`src/chl_pkg.sv`:
```
// ----------------------------------------------------------------------------
// chl_pkg
// Shared types and constants for the compacting handle list.
// ----------------------------------------------------------------------------
package chl_pkg;

    // Fixed field widths of the item ports
    localparam int KIND_W   = 2;
    localparam int HANDLE_W = 16;
    localparam int STATUS_W = 2;
    localparam int COUNT_W  = 7;

    // Defaults for the top level parameters
    localparam int DEF_CAPACITY    = 64;
    localparam int DEF_HANDLE_BITS = 16;

    // Codes of the kind field
    localparam logic [KIND_W-1:0] KIND_INSERT = 2'd0;
    localparam logic [KIND_W-1:0] KIND_REMOVE = 2'd1;

    typedef enum logic [1:0] {
        OP_INSERT = 2'd0,
        OP_REMOVE = 2'd1,
        OP_CLEAR  = 2'd2
    } t_op;

    typedef enum logic [STATUS_W-1:0] {
        ST_OK         = 2'd0,
        ST_FULL_EMPTY = 2'd1,
        ST_NOT_FOUND  = 2'd2
    } t_status;

    // Classified command handed from the front to the back
    typedef struct packed {
        t_op                 op;
        logic [HANDLE_W-1:0] handle;
    } t_cmd;

endpackage

```
`src/chl_ram.sv`:
```
// ----------------------------------------------------------------------------
// chl_ram
// Generic simple dual-port RAM: one write port, one registered read port.
// ----------------------------------------------------------------------------
module chl_ram #(
    parameter int WIDTH = 16,
    parameter int DEPTH = 64,
    localparam int AW   = (DEPTH > 1) ? $clog2(DEPTH) : 1
) (
    input  logic             i_clk,
    input  logic             i_wr_en,
    input  logic [AW-1:0]    i_wr_addr,
    input  logic [WIDTH-1:0] i_wr_data,
    input  logic             i_rd_en,
    input  logic [AW-1:0]    i_rd_addr,
    output logic [WIDTH-1:0] o_rd_data
);

    logic [WIDTH-1:0] r_mem [DEPTH];
    logic [WIDTH-1:0] r_rd_data;

    always_ff @(posedge i_clk) begin
        if (i_wr_en) begin
            r_mem[i_wr_addr] <= i_wr_data;
        end
        if (i_rd_en) begin
            r_rd_data <= r_mem[i_rd_addr];
        end
    end

    assign o_rd_data = r_rd_data;

endmodule

```
`src/chl_front.sv`:
```
// ----------------------------------------------------------------------------
// chl_front
// Accepts items, decodes the kind into a command and queues it (two deep).
// ----------------------------------------------------------------------------
module chl_front (
    input  logic                         i_clk,
    input  logic                         i_rst_n,
    input  logic                         i_in_valid,
    output logic                         o_in_ready,
    input  logic [chl_pkg::KIND_W-1:0]   i_kind,
    input  logic [chl_pkg::HANDLE_W-1:0] i_handle,
    output logic                         o_cmd_valid,
    output chl_pkg::t_cmd                o_cmd,
    input  logic                         i_cmd_pop
);

    localparam logic [1:0] FILL_FULL = 2'd2;

    chl_pkg::t_cmd r_q [2];
    logic          r_wr_ptr;
    logic          r_rd_ptr;
    logic [1:0]    r_fill;
    chl_pkg::t_cmd cmd_in;
    logic          push;

    // Kind three has its high bit set and acts as a clear
    always_comb begin
        cmd_in.handle = i_handle;
        case (i_kind)
            chl_pkg::KIND_INSERT: cmd_in.op = chl_pkg::OP_INSERT;
            chl_pkg::KIND_REMOVE: cmd_in.op = chl_pkg::OP_REMOVE;
            default:              cmd_in.op = chl_pkg::OP_CLEAR;
        endcase
    end

    assign o_in_ready  = (r_fill != FILL_FULL);
    assign push        = i_in_valid && o_in_ready;
    assign o_cmd_valid = (r_fill != 2'd0);
    assign o_cmd       = r_q[r_rd_ptr];

    always_ff @(posedge i_clk) begin
        if (!i_rst_n) begin
            r_wr_ptr <= 1'b0;
            r_rd_ptr <= 1'b0;
            r_fill   <= 2'd0;
        end else begin
            if (push) begin
                r_wr_ptr <= ~r_wr_ptr;
            end
            if (i_cmd_pop) begin
                r_rd_ptr <= ~r_rd_ptr;
            end
            case ({push, i_cmd_pop})
                2'b10:   r_fill <= r_fill + 2'd1;
                2'b01:   r_fill <= r_fill - 2'd1;
                default: r_fill <= r_fill;
            endcase
        end
    end

    always_ff @(posedge i_clk) begin
        if (push) begin
            r_q[r_wr_ptr] <= cmd_in;
        end
    end

endmodule

```
`src/chl_back.sv`:
```
// ----------------------------------------------------------------------------
// chl_back
// Executes queued commands against the slot RAM and registers the result.
// A remove scans the list once: entries after the first match are written
// one place down as they stream out of the RAM.
// ----------------------------------------------------------------------------
module chl_back #(
    parameter int CAPACITY    = chl_pkg::DEF_CAPACITY,
    parameter int HANDLE_BITS = chl_pkg::DEF_HANDLE_BITS
) (
    input  logic                         i_clk,
    input  logic                         i_rst_n,
    input  logic                         i_cmd_valid,
    input  chl_pkg::t_cmd                i_cmd,
    output logic                         o_cmd_pop,
    output logic                         o_out_valid,
    input  logic                         i_out_ready,
    output logic [chl_pkg::STATUS_W-1:0] o_status,
    output logic [chl_pkg::COUNT_W-1:0]  o_entry_count,
    output logic                         o_is_empty,
    output logic                         o_is_full
);

    localparam int AW = (CAPACITY > 1) ? $clog2(CAPACITY) : 1;
    localparam int CW = $clog2(CAPACITY + 1);
    localparam logic [CW-1:0] CAP_COUNT = CW'(CAPACITY);

    typedef enum logic [1:0] {
        S_IDLE = 2'b01,
        S_SCAN = 2'b10
    } t_state;

    t_state                   r_state, n_state;
    logic [CW-1:0]            r_count, n_count;
    logic [AW-1:0]            r_tag, n_tag;
    logic                     r_found, n_found;
    logic [HANDLE_BITS-1:0]   r_key, n_key;
    logic                     r_out_valid, n_out_valid;
    chl_pkg::t_status         r_out_status, n_out_status;
    logic [CW-1:0]            r_out_count, n_out_count;

    logic                     wr_en;
    logic [AW-1:0]            wr_addr;
    logic [HANDLE_BITS-1:0]   wr_data;
    logic                     rd_en;
    logic [AW-1:0]            rd_addr;
    logic [HANDLE_BITS-1:0]   rd_data;
    logic                     last;
    logic                     match;
    logic                     result;

    chl_ram #(
        .WIDTH (HANDLE_BITS),
        .DEPTH (CAPACITY)
    ) u_slots (
        .i_clk     (i_clk),
        .i_wr_en   (wr_en),
        .i_wr_addr (wr_addr),
        .i_wr_data (wr_data),
        .i_rd_en   (rd_en),
        .i_rd_addr (rd_addr),
        .o_rd_data (rd_data)
    );

    // Take a command only when the result register is free
    assign o_cmd_pop = (r_state == S_IDLE) && i_cmd_valid && !r_out_valid;
    assign last      = (CW'(r_tag) == (r_count - CW'(1)));
    assign match     = (rd_data == r_key);

    always_comb begin
        n_state      = r_state;
        n_count      = r_count;
        n_tag        = r_tag;
        n_found      = r_found;
        n_key        = r_key;
        n_out_status = r_out_status;
        n_out_count  = r_out_count;
        result       = 1'b0;
        wr_en        = 1'b0;
        wr_addr      = r_count[AW-1:0];
        wr_data      = HANDLE_BITS'(i_cmd.handle);
        rd_en        = 1'b0;
        rd_addr      = '0;

        case (r_state)
            S_IDLE: begin
                if (o_cmd_pop) begin
                    case (i_cmd.op)
                        chl_pkg::OP_INSERT: begin
                            result = 1'b1;
                            if (r_count >= CAP_COUNT) begin
                                n_out_status = chl_pkg::ST_FULL_EMPTY;
                            end else begin
                                wr_en        = 1'b1;
                                n_count      = r_count + CW'(1);
                                n_out_status = chl_pkg::ST_OK;
                            end
                        end
                        chl_pkg::OP_REMOVE: begin
                            if (r_count == '0) begin
                                result       = 1'b1;
                                n_out_status = chl_pkg::ST_FULL_EMPTY;
                            end else begin
                                // Start the scan at entry zero
                                rd_en   = 1'b1;
                                n_tag   = '0;
                                n_found = 1'b0;
                                n_key   = HANDLE_BITS'(i_cmd.handle);
                                n_state = S_SCAN;
                            end
                        end
                        default: begin
                            result       = 1'b1;
                            n_count      = '0;
                            n_out_status = (r_count == '0) ? chl_pkg::ST_FULL_EMPTY
                                                           : chl_pkg::ST_OK;
                        end
                    endcase
                end
            end
            S_SCAN: begin
                // Read data belongs to the entry at r_tag
                if (r_found) begin
                    wr_en   = 1'b1;
                    wr_addr = r_tag - AW'(1);
                    wr_data = rd_data;
                end
                if (last) begin
                    result  = 1'b1;
                    n_state = S_IDLE;
                    if (r_found || match) begin
                        n_count      = r_count - CW'(1);
                        n_out_status = chl_pkg::ST_OK;
                    end else begin
                        n_out_status = chl_pkg::ST_NOT_FOUND;
                    end
                end else begin
                    rd_en   = 1'b1;
                    rd_addr = r_tag + AW'(1);
                    n_tag   = r_tag + AW'(1);
                    n_found = r_found || match;
                end
            end
            default: begin
                n_state = S_IDLE;
            end
        endcase

        if (result) begin
            n_out_count = n_count;
        end
        n_out_valid = result || (r_out_valid && !i_out_ready);
    end

    always_ff @(posedge i_clk) begin
        if (!i_rst_n) begin
            r_state     <= S_IDLE;
            r_count     <= '0;
            r_out_valid <= 1'b0;
        end else begin
            r_state     <= n_state;
            r_count     <= n_count;
            r_out_valid <= n_out_valid;
        end
    end

    always_ff @(posedge i_clk) begin
        r_tag        <= n_tag;
        r_found      <= n_found;
        r_key        <= n_key;
        r_out_status <= n_out_status;
        r_out_count  <= n_out_count;
    end

    assign o_out_valid   = r_out_valid;
    assign o_status      = r_out_status;
    assign o_entry_count = chl_pkg::COUNT_W'(r_out_count);
    assign o_is_empty    = (r_out_count == '0);
    assign o_is_full     = (r_out_count == CAP_COUNT);

endmodule

```
`src/compacting_handle_list_core.sv`:
```
// ----------------------------------------------------------------------------
// compacting_handle_list_core
// Packed list of up to CAPACITY handles with insert, remove and clear.
// ----------------------------------------------------------------------------
// Input channel (i_in_valid / o_in_ready) carries i_kind and i_handle:
// insert appends, remove deletes the first equal entry and closes the gap,
// clear empties the list. Each item gives one result on the output channel
// (o_out_valid / i_out_ready): status, count after the item, empty and full.
// Items pass through a two-deep command queue into the execution stage.
// Insert and clear: the execution stage takes the command from the queue and
// registers the result; a new command is taken only once the result has left.
// Remove: the slot RAM is scanned from entry zero through its single read
// port, one entry per cycle, up to the last entry below the count; the result
// is registered once the last entry is read; until then no command is taken.
// Reset empties the list, the queue and the result register; slot contents
// are not cleared, and only entries below the count are ever read.
// A stalled receiver holds the result; the queue keeps accepting up to two
// further items, then the input channel deasserts ready.
// ----------------------------------------------------------------------------
module compacting_handle_list_core #(
    parameter int CAPACITY    = chl_pkg::DEF_CAPACITY,
    parameter int HANDLE_BITS = chl_pkg::DEF_HANDLE_BITS
) (
    input  logic                         i_clk,
    input  logic                         i_rst_n,
    input  logic                         i_in_valid,
    output logic                         o_in_ready,
    input  logic [chl_pkg::KIND_W-1:0]   i_kind,
    input  logic [chl_pkg::HANDLE_W-1:0] i_handle,
    output logic                         o_out_valid,
    input  logic                         i_out_ready,
    output logic [chl_pkg::STATUS_W-1:0] o_status,
    output logic [chl_pkg::COUNT_W-1:0]  o_entry_count,
    output logic                         o_is_empty,
    output logic                         o_is_full
);

    logic          cmd_valid;
    chl_pkg::t_cmd cmd;
    logic          cmd_pop;

    chl_front u_front (
        .i_clk       (i_clk),
        .i_rst_n     (i_rst_n),
        .i_in_valid  (i_in_valid),
        .o_in_ready  (o_in_ready),
        .i_kind      (i_kind),
        .i_handle    (i_handle),
        .o_cmd_valid (cmd_valid),
        .o_cmd       (cmd),
        .i_cmd_pop   (cmd_pop)
    );

    chl_back #(
        .CAPACITY    (CAPACITY),
        .HANDLE_BITS (HANDLE_BITS)
    ) u_back (
        .i_clk         (i_clk),
        .i_rst_n       (i_rst_n),
        .i_cmd_valid   (cmd_valid),
        .i_cmd         (cmd),
        .o_cmd_pop     (cmd_pop),
        .o_out_valid   (o_out_valid),
        .i_out_ready   (i_out_ready),
        .o_status      (o_status),
        .o_entry_count (o_entry_count),
        .o_is_empty    (o_is_empty),
        .o_is_full     (o_is_full)
    );

endmodule
```
`config.mk`:
```
export PLATFORM = sky130hd
export DESIGN_NAME = compacting_handle_list_core
export DESIGN_NICKNAME = d
export VERILOG_FILES = /design/src/chl_pkg.sv /design/src/chl_ram.sv /design/src/chl_front.sv /design/src/chl_back.sv /design/src/compacting_handle_list_core.sv
export SDC_FILE = /design/constraint.sdc
export NUM_CORES = 1
export LEC_CHECK = 0
export BUFFER_PORTS_ARGS = -buffer_cell sky130_fd_sc_hd__buf_4
export CAP_MARGIN = 10
export CORE_MARGIN = 2
export CORE_UTILIZATION = 25
export DETAILED_ROUTE_END_ITERATION = 6
export GPL_TIMING_DRIVEN = 0
export HOLD_SLACK_MARGIN = 0.05
export PLACE_DENSITY_LB_ADDON = 0.1
export SLEW_MARGIN = 20
export SYNTH_ARGS = -nofsm -noshare
export SYNTH_HDL_FRONTEND = slang
export SYNTH_SLANG_ARGS = --single-unit
```
`constraint.sdc`:
```
create_clock -name i_clk -period 8.2 [get_ports i_clk]
set_input_delay 0.82 -clock i_clk [delete_from_list [all_inputs] [get_ports i_clk]]
set_output_delay 0.82 -clock i_clk [all_outputs]
set_load 0.03 [all_outputs]
```
==> flow_metrics.tcl, run 1 <==
set metrics [dict create \
    cts_buffers 136 \
    core_area_sq_um 187000 \
    nNetsFinal 3792 \
    initial_core_util_pct 25.1 \
    track_usage_pct 23.0 \
    synth_area_leaders "edfxtp_1 71%, nand2_1 4.7%, nor2_1 2.1%" \
    syn_to_final_growth_pct 21.0 \
    synthAdderAreaFrac_pct 0.213 \
    cts_tree "yes" \
    portBuffers 34 \
    ys_seq_area_share_pct 71.5 \
    post-route-util_pct 30.4 \
    drtIter0Drc 4072 \
    hold_violations 0 \
    drt_first_pass_iters 6 \
    finalMaxSlewViolations 0 \
    die_height_um 437 \
    routedWlPerCell_um 35.0 \
    yosys-mux-area-fraction_pct 3.51 \
    syn_inst 3517 \
    clk_latency_ps 810 \
    synth-edff-count 1108 \
    reg2reg_depth 15 \
    synth-xor-area-share_pct 0.845 \
    hold-path-cell-count 1 \
    switching_share_pct 28.5 \
    ioPinCount 35 \
    slowest_stage "clkdlybuf4s15_1" \
    synth_compound_area_share_pct 11.9 \
    routed_wl_um 223000 \
    outcome "finished clean" \
    fin_ws_ps 479 \
    first_global_vias 31600 \
    synthArstFlopShare_pct 0 \
    multi_input_area_sq_um 12900 \
    overflow 0 \
    rsz0062_at_grt "false" \
    hold_buffers 0 \
    synth_top_area_share_pct 70.9 \
    topRoutingLayerUsed "met5" \
    regArea_sq_um 33600 \
    pwr-share-clk_pct 39.9 \
    final_layout_size_suffix_gt1_share_pct 14.5 \
    drv_cap 0 \
    syn-num-nets 3547 \
    vias 33100 \
    setup_violations 0 \
    worstPathRequired_ps 8740 \
    cts_setup_buffers 0 \
    vdd_drop_max_uv 240 \
    floorplan.rows 159 \
    cts_max_path_buffers 3 \
    fill_cells 18800 \
    die-area_sq_um 191000 \
    yosysUniqueCellTypes 85 \
    cp-end-kind "flop" \
    finalCritPeriodShare_pct 94.2 \
    combinationalPowerShare_pct 14.4 \
    cts.clk_slew.worst_paths_ps 60 \
    met2_length_um 99700 \
    hold_class "primary input to flop" \
    drtAntennaViolNets 0 \
    yosysTopAreaCell "edfxtp_1" \
    root_buffer "clkbuf_16" \
    total_leakage_power_uw 0.0187 \
    drc 0 \
    crit_path_frequent_cell "nand2_1" \
    synth_ff_type "edfxtp_1" \
    relSlewSlack_pct 13.6 \
    crit_chain "buf_2, clkdlybuf4s15_1, inv_1, ha_1, nand2_1, clkinv_1, buf_1, nor2_2, clkbuf_1, nand2_1, nand3_1, a222oi_1, o21ai_0, o211ai_1, a41oi_1" \
    p_sw_uw 4260 \
    cp_slowest_stage_delay_ps 980 \
    dp_slack_ps -378 \
    cts.sinks 1123 \
    max_freq_mhz 130 \
    power_density_nw_per_um2 263 \
    viasPerCell 5.19 \
    synth_common_cells "1,108 x edfxtp_1, 586 x nand2_1, 267 x nor2_1" \
    synth_most_common_cell "edfxtp_1" \
    grt_antenna_before_repair 18 \
    yosys_warnings 0 \
    p_seq_share_pct 45.7 \
    skew_ps 39.2 \
    path_class "flop to flop" \
    hpwlAfterDp_um 159000 \
    dieWidth_um 437 \
    p_int_uw 10700 \
    wl_met3_um 15100 \
    cp.arrival_ps 8260 \
    wl_met1_um 97700 \
    min_period_ps 7720 \
    start_kind "flop" \
    synth_top_family_by_area "compound AO/OA/AOI/OAI gates" \
    cp_max_fo 19 \
    avgSynthCellArea_sq_um 13.4 \
    tightestPinTransition_ps 1290 \
    yosys.area_share.simple_pct 9.70 \
    cts_max_level 4 \
    grt_pass1_wl_um 296000 \
    netlist_area_sq_um 47000 \
    grt_max_degree 65 \
    ys_ff_latch 1123 \
    gp_congestion 0.910 \
]
==> power by group through the flow <==
stage / combinational [uW] / clock [uW] / sequential (uW)
2_1_floorplan: 885 / 0 / 6970
3_3_place_gp: 1950 / 0 / 6970
3_5_place_dp: 2120 / 0 / 6930
4_1_cts: 2130 / 6050 / 6810
5_1_grt: 2220 / 6280 / 6820
6_report: 2150 / 5960 / 6810
==> layer usage <==
layer	vias up	GRT usage [%]
li1	14000	-
met1	17300	31.4
met2	1455	35.4
met3	346	4.11
met4	2	10.1
met5	-	0
==> critical path, delay by kind of cell, from the launching register on <==
kind / cells / cell delay, ps
AOI/OAI and AO/OA: 4 / 1890
adders and majority gates: 1 / 380
buffers and inverters: 6 / 3430
DFF: 1 / 420
and+or+nand+nor: 4 / 1290
==> stage by stage <==
step	cells	total power (uW)	hold slack [ps]	TNS, ps	cell area [sq um]
2_1_floorplan	3517	7860	453	0	47000
3_3_place_gp	6046	8920	478	-1640	50300
3_5_place_dp	6121	9060	484	-1810	52500
4_1_cts	6361	15000	138	0	56800
5_1_grt	6361	15300	156	0	56800
6_report	6370	14900	201	0	56800
==> path summary, 6_finish.rpt <==
path / start / end / slack [ps]
worst max-delay path: u_back.r_tag[0] / u_back.u_slots.o_rd_data[15] / 480
worst min-delay path: i_handle[2] / u_front.r_q[1][2] / 200
worst max register to register: u_back.r_tag[0] / u_back.u_slots.o_rd_data[15] / 480
worst min register to register: u_back.r_state[0] / u_back.r_state[0] / 490
==> cell families after synthesis <==
family,count (synthesis)
compound gates,850
xor+xnor,42
fa+ha+maj,8
buf+inv,259
flops,1123
mux,153
simple gates,1082
==> sequential cells by signal, summed over array words and instances (netlist names), named ones only <==
signal and flops:
u_back.r_count 7, u_front.r_rd_ptr 1, u_back.u_slots.r_mem 1024, u_back.u_slots.o_rd_data 16
u_back.r_found 1, u_back.r_key 16, u_back.o_entry_count 7, u_front.r_fill 2
u_back.r_state 2, u_front.r_wr_ptr 1, u_back.o_out_valid 1, u_back.r_tag 6
u_front.r_q 36, u_back.o_status 2
==> layout make-up <==
type / instances / share of cell area, %
plain buffers: 231 / 1.85
well taps: 2495 / 5.49
repair buffers: 109 / 3.22
multi-input cells: 2135 / 22.6
clock inverters: 79 / 1.35
flip-flops and latches: 1123 / 59.1
clock buffers: 162 / 6.16
diodes: 10 / 0.0440
inverters: 26 / 0.172
==> cells in the final DEF (no fill, tap or decap), types with 15 or more instances in the layout <==
master | netlist | final
nand3_1 | 62 | 62
clkinv_2 | 0 | 18
buf_16 | 0 | 41
o22ai_1 | 89 | 88
o2bb2ai_1 | 18 | 18
mux2_4 | 0 | 15
xnor2_1 | 16 | 16
buf_4 | 6 | 43
a211oi_1 | 56 | 56
nor2_2 | 0 | 15
edfxtp_1 | 1108 | 1108
clkinv_1 | 5 | 36
xor2_1 | 23 | 21
mux2i_1 | 94 | 94
and2_1 | 15 | 15
a21oi_1 | 200 | 197
o211ai_1 | 45 | 45
nor3_1 | 53 | 53
o221ai_1 | 18 | 18
a221oi_1 | 16 | 16
nand2b_1 | 28 | 28
a22oi_1 | 27 | 27
clkbuf_2 | 0 | 24
buf_2 | 60 | 75
a31oi_1 | 77 | 76
nor2_1 | 267 | 201
nor2_4 | 0 | 51
inv_1 | 21 | 21
buf_1 | 33 | 17
mux2_2 | 55 | 39
clkbuf_16 | 0 | 136
dfxtp_1 | 15 | 15
clkbuf_1 | 130 | 132
buf_6 | 4 | 15
o22a_1 | 15 | 15
o21ai_0 | 149 | 149
nand2_1 | 586 | 585
==> timing repair <==
item	4_1_cts	5_1_grt
endpoints found under the hold margin	0	0
setup endpoints to repair	9	3
resized for setup	3	0
No activity file was read; power rests on OpenSTA's default activity.
==> inputs of run 2 (changes only) <==
ABC_AREA = 1   (was default)
==> run 2 against run 1 <==
Hold slack gained 9.9 ps. Synthesized cell count grew 24%. Sequential share of layout area fell by 3.0 points. Sequential power is 3% higher. Wire length decreased by 9.1%. Via count increased by 3.3%. Power is 4.0% higher. Critical path type unchanged.
==> flow_metrics.tcl, run 2 <==
set metrics [dict create \
    outcome "finished clean" \
    finalCritPeriodShare_pct 67.1 \
    path_class "flop to flop" \
    hold_buffers 0 \
    cp-end-kind "flop" \
    r2r_slack_ps 2700 \
    slowest_stage "clkbuf_1" \
    grt_max_degree 25 \
    synth_area_leaders "edfxtp_1 67%, nand3_1 9.5%, nand3b_1 4.2%" \
    core_area_sq_um 197000 \
    final_cells 7373 \
    hold_class "primary input to flop" \
    syn_to_final_growth_pct 21.2 \
    avgSynthCellArea_sq_um 11.4 \
    fin_setup_tns_ps 0 \
    nNetsFinal 4655 \
    viasPerCell 4.63 \
    hold_violations 0 \
    synth_most_common_cell "edfxtp_1" \
    drtIter0Drc 2784 \
    drtAntennaViolNets 0 \
    path_depth 13 \
    grt_antenna_before_repair 9 \
    dieWidth_um 449 \
    post_cts_resized 0 \
    portBuffers 34 \
    cp_max_fo 10 \
    synth_common_cells "1,108 x edfxtp_1, 941 x nand3_1, 520 x nand2_1" \
    r2r_start "u_back.r_state[1]" \
    overflow 0 \
    cts_max_level 4 \
    hpwlAfterDp_um 152000 \
    largest_register_ffs 1024 \
    drt_first_pass_iters 7 \
    layout_common_cells "1,108 x edfxtp_1, 941 x nand3_1, 520 x nand2_1" \
    pwr-share-clk_pct 37.6 \
    cp_slowest_stage_delay_ps 710 \
    grt_pass1_wl_um 279000 \
    p_seq_share_pct 45.1 \
    whs_endpoint "u_front.r_q[0][7]" \
    post-place-cells 7128 \
    total_leakage_power_uw 0.0216 \
    crit_family "simple AND/OR/NAND/NOR gates" \
    cts_setup_buffers 0 \
    track_usage_pct 19.8 \
    p_sw_uw 4390 \
    cts_max_path_buffers 3 \
    first_global_vias 33400 \
    rsz0062_at_grt "false" \
    stdcell_area_sq_um 59900 \
    mostFrequentLayoutCell "edfxtp_1" \
    relSlewSlack_pct 22.1 \
    switching_share_pct 28.3 \
    power_density_nw_per_um2 259 \
    die-area_sq_um 201000 \
    reg2reg_depth 13 \
    synth_top_area_share_pct 67.3 \
    worstPathRequired_ps 8650 \
    cts_tree "yes" \
    ys_seq_area_share_pct 67.9 \
    tightestPinTransition_ps 1170 \
    syn-num-nets 4378 \
    synth_ff_type "edfxtp_1" \
    cp.arrival_ps 5950 \
    netlist_area_sq_um 49500 \
    gp_congestion 0.979 \
    post_dp_cell_area_sq_um 55700 \
    initial_core_util_pct 25.1 \
    yosysUniqueCellTypes 41 \
    synthArstFlopShare_pct 0 \
    p_int_uw 11100 \
    die_height_um 449 \
    crit_chain "ha_1, clkinv_1, nor2_2, buf_2, buf_2, clkbuf_1, nand3b_1, nand2_1, nand3_1, nand3_1, nand3_1, nand3_1, nand2_1" \
    final_layout_size_suffix_gt1_share_pct 15.4 \
    vias 34200 \
    hp-start "i_handle[7]" \
    drv_cap 0 \
    clk_latency_ps 800 \
    min_period_ps 5500 \
    syn_inst 4348 \
    yosysTopAreaCell "edfxtp_1" \
    finalMaxSlewViolations 0 \
    routedWlPerCell_um 27.5 \
    yosys_warnings 0 \
    routed_wl_um 203000 \
    r2r_end "u_back.u_slots.o_rd_data[11]" \
    crit_path_frequent_cell "nand3_1" \
    skew_ps 30.1 \
    top_register "u_back.u_slots.r_mem" \
    cts.sinks 1123 \
    combinationalPowerShare_pct 17.2 \
    drc 0 \
    ys_ff_latch 1123 \
    cts_buffers 135 \
    top_regs "u_back.u_slots.r_mem: 1024 flops, u_front.r_q: 36 flops" \
    ioPinCount 35 \
    vdd_drop_max_uv 232 \
    root_buffer "clkbuf_16" \
    hold-path-cell-count 1 \
    start_kind "flop" \
    cts.clk_slew.worst_paths_ps 60 \
    synth-edff-count 1108 \
    setup_violations 0 \
    floorplan.rows 163 \
    cp_num_buf_inv 4 \
    max_freq_mhz 182 \
]
## run 2: through the flow
stage | hold slack [ps] | util [%] | power [uW] | setup slack (ps)
after floorplan | 458 | - | 8100 | 3620
after global placement | 474 | 26.9 | 9420 | -4800
after detailed placement | 481 | 28.3 | 9810 | 2810
after CTS | 152 | 30.4 | 15700 | 2780
after global routing | 185 | 30.4 | 16000 | 2720
final | 210 | 30.4 | 15500 | 2700
## run 2: logic make-up (layout without fill, tap and decap cells)
| kind of cell | after synthesis | after routing | synth area share [%] |
|---|---|---|---|
| AOI/OAI and AO/OA | 170 | 170 | 2.48 |
| xor gates and xnor gates | 23 | 23 | 0.407 |
| adders and majority gates | 8 | 8 | 0.202 |
| buffers and inverters | 737 | 1121 | 6.25 |
| DFF | 1123 | 1123 | 67.9 |
| muxes | 1 | 1 | 0.0202 |
| other | 0 | 1 | 0 |
| and+or+nand+nor | 2286 | 2286 | 22.8 |
## run 2: area by class of cell
type	instances	area [sq um]
multi-input combinational	2488	13300
inverter	451	1690
antenna	1	2.50
buffer	286	1400
timing repair buffer	140	2430
clock buffer	180	3650
tap	2640	3300
clock inverter	64	541
sequential	1123	33600
fill	20400	137000
## run 2: power by group through the flow
stage	Combinational [uW]	Sequential [uW]	Clock, uW
floorplan	863	7240	0
global placement	2000	7430	0
detailed placement	2690	7120	0
CTS	2700	7000	5990
global route	2830	7010	6200
finish	2680	7000	5840
## run 2: how the worst max path moves through the flow
stage          slack, ps                           end         startpoint
3_3_place_gp       -4800   u_back.u_slots.r_mem[37][3]  u_back.r_state[0]
5_1_grt             2720  u_back.u_slots.o_rd_data[11]  u_back.r_state[0]
2_1_floorplan       3620    u_back.u_slots.r_mem[0][0]  u_back.r_state[0]
6_report            2700  u_back.u_slots.o_rd_data[11]  u_back.r_state[1]
3_5_place_dp        2810  u_back.u_slots.o_rd_data[11]  u_back.r_state[0]
4_1_cts             2780  u_back.u_slots.o_rd_data[11]  u_back.r_state[1]
## run 2: layer usage
layer	vias up	track usage (%)	wire length, um
met1	17200	28.6	97600
li1	15800	-	-
met2	887	30.6	90300
met5	-	0	0
met4	0	6.87	6800
met3	214	2.37	8270
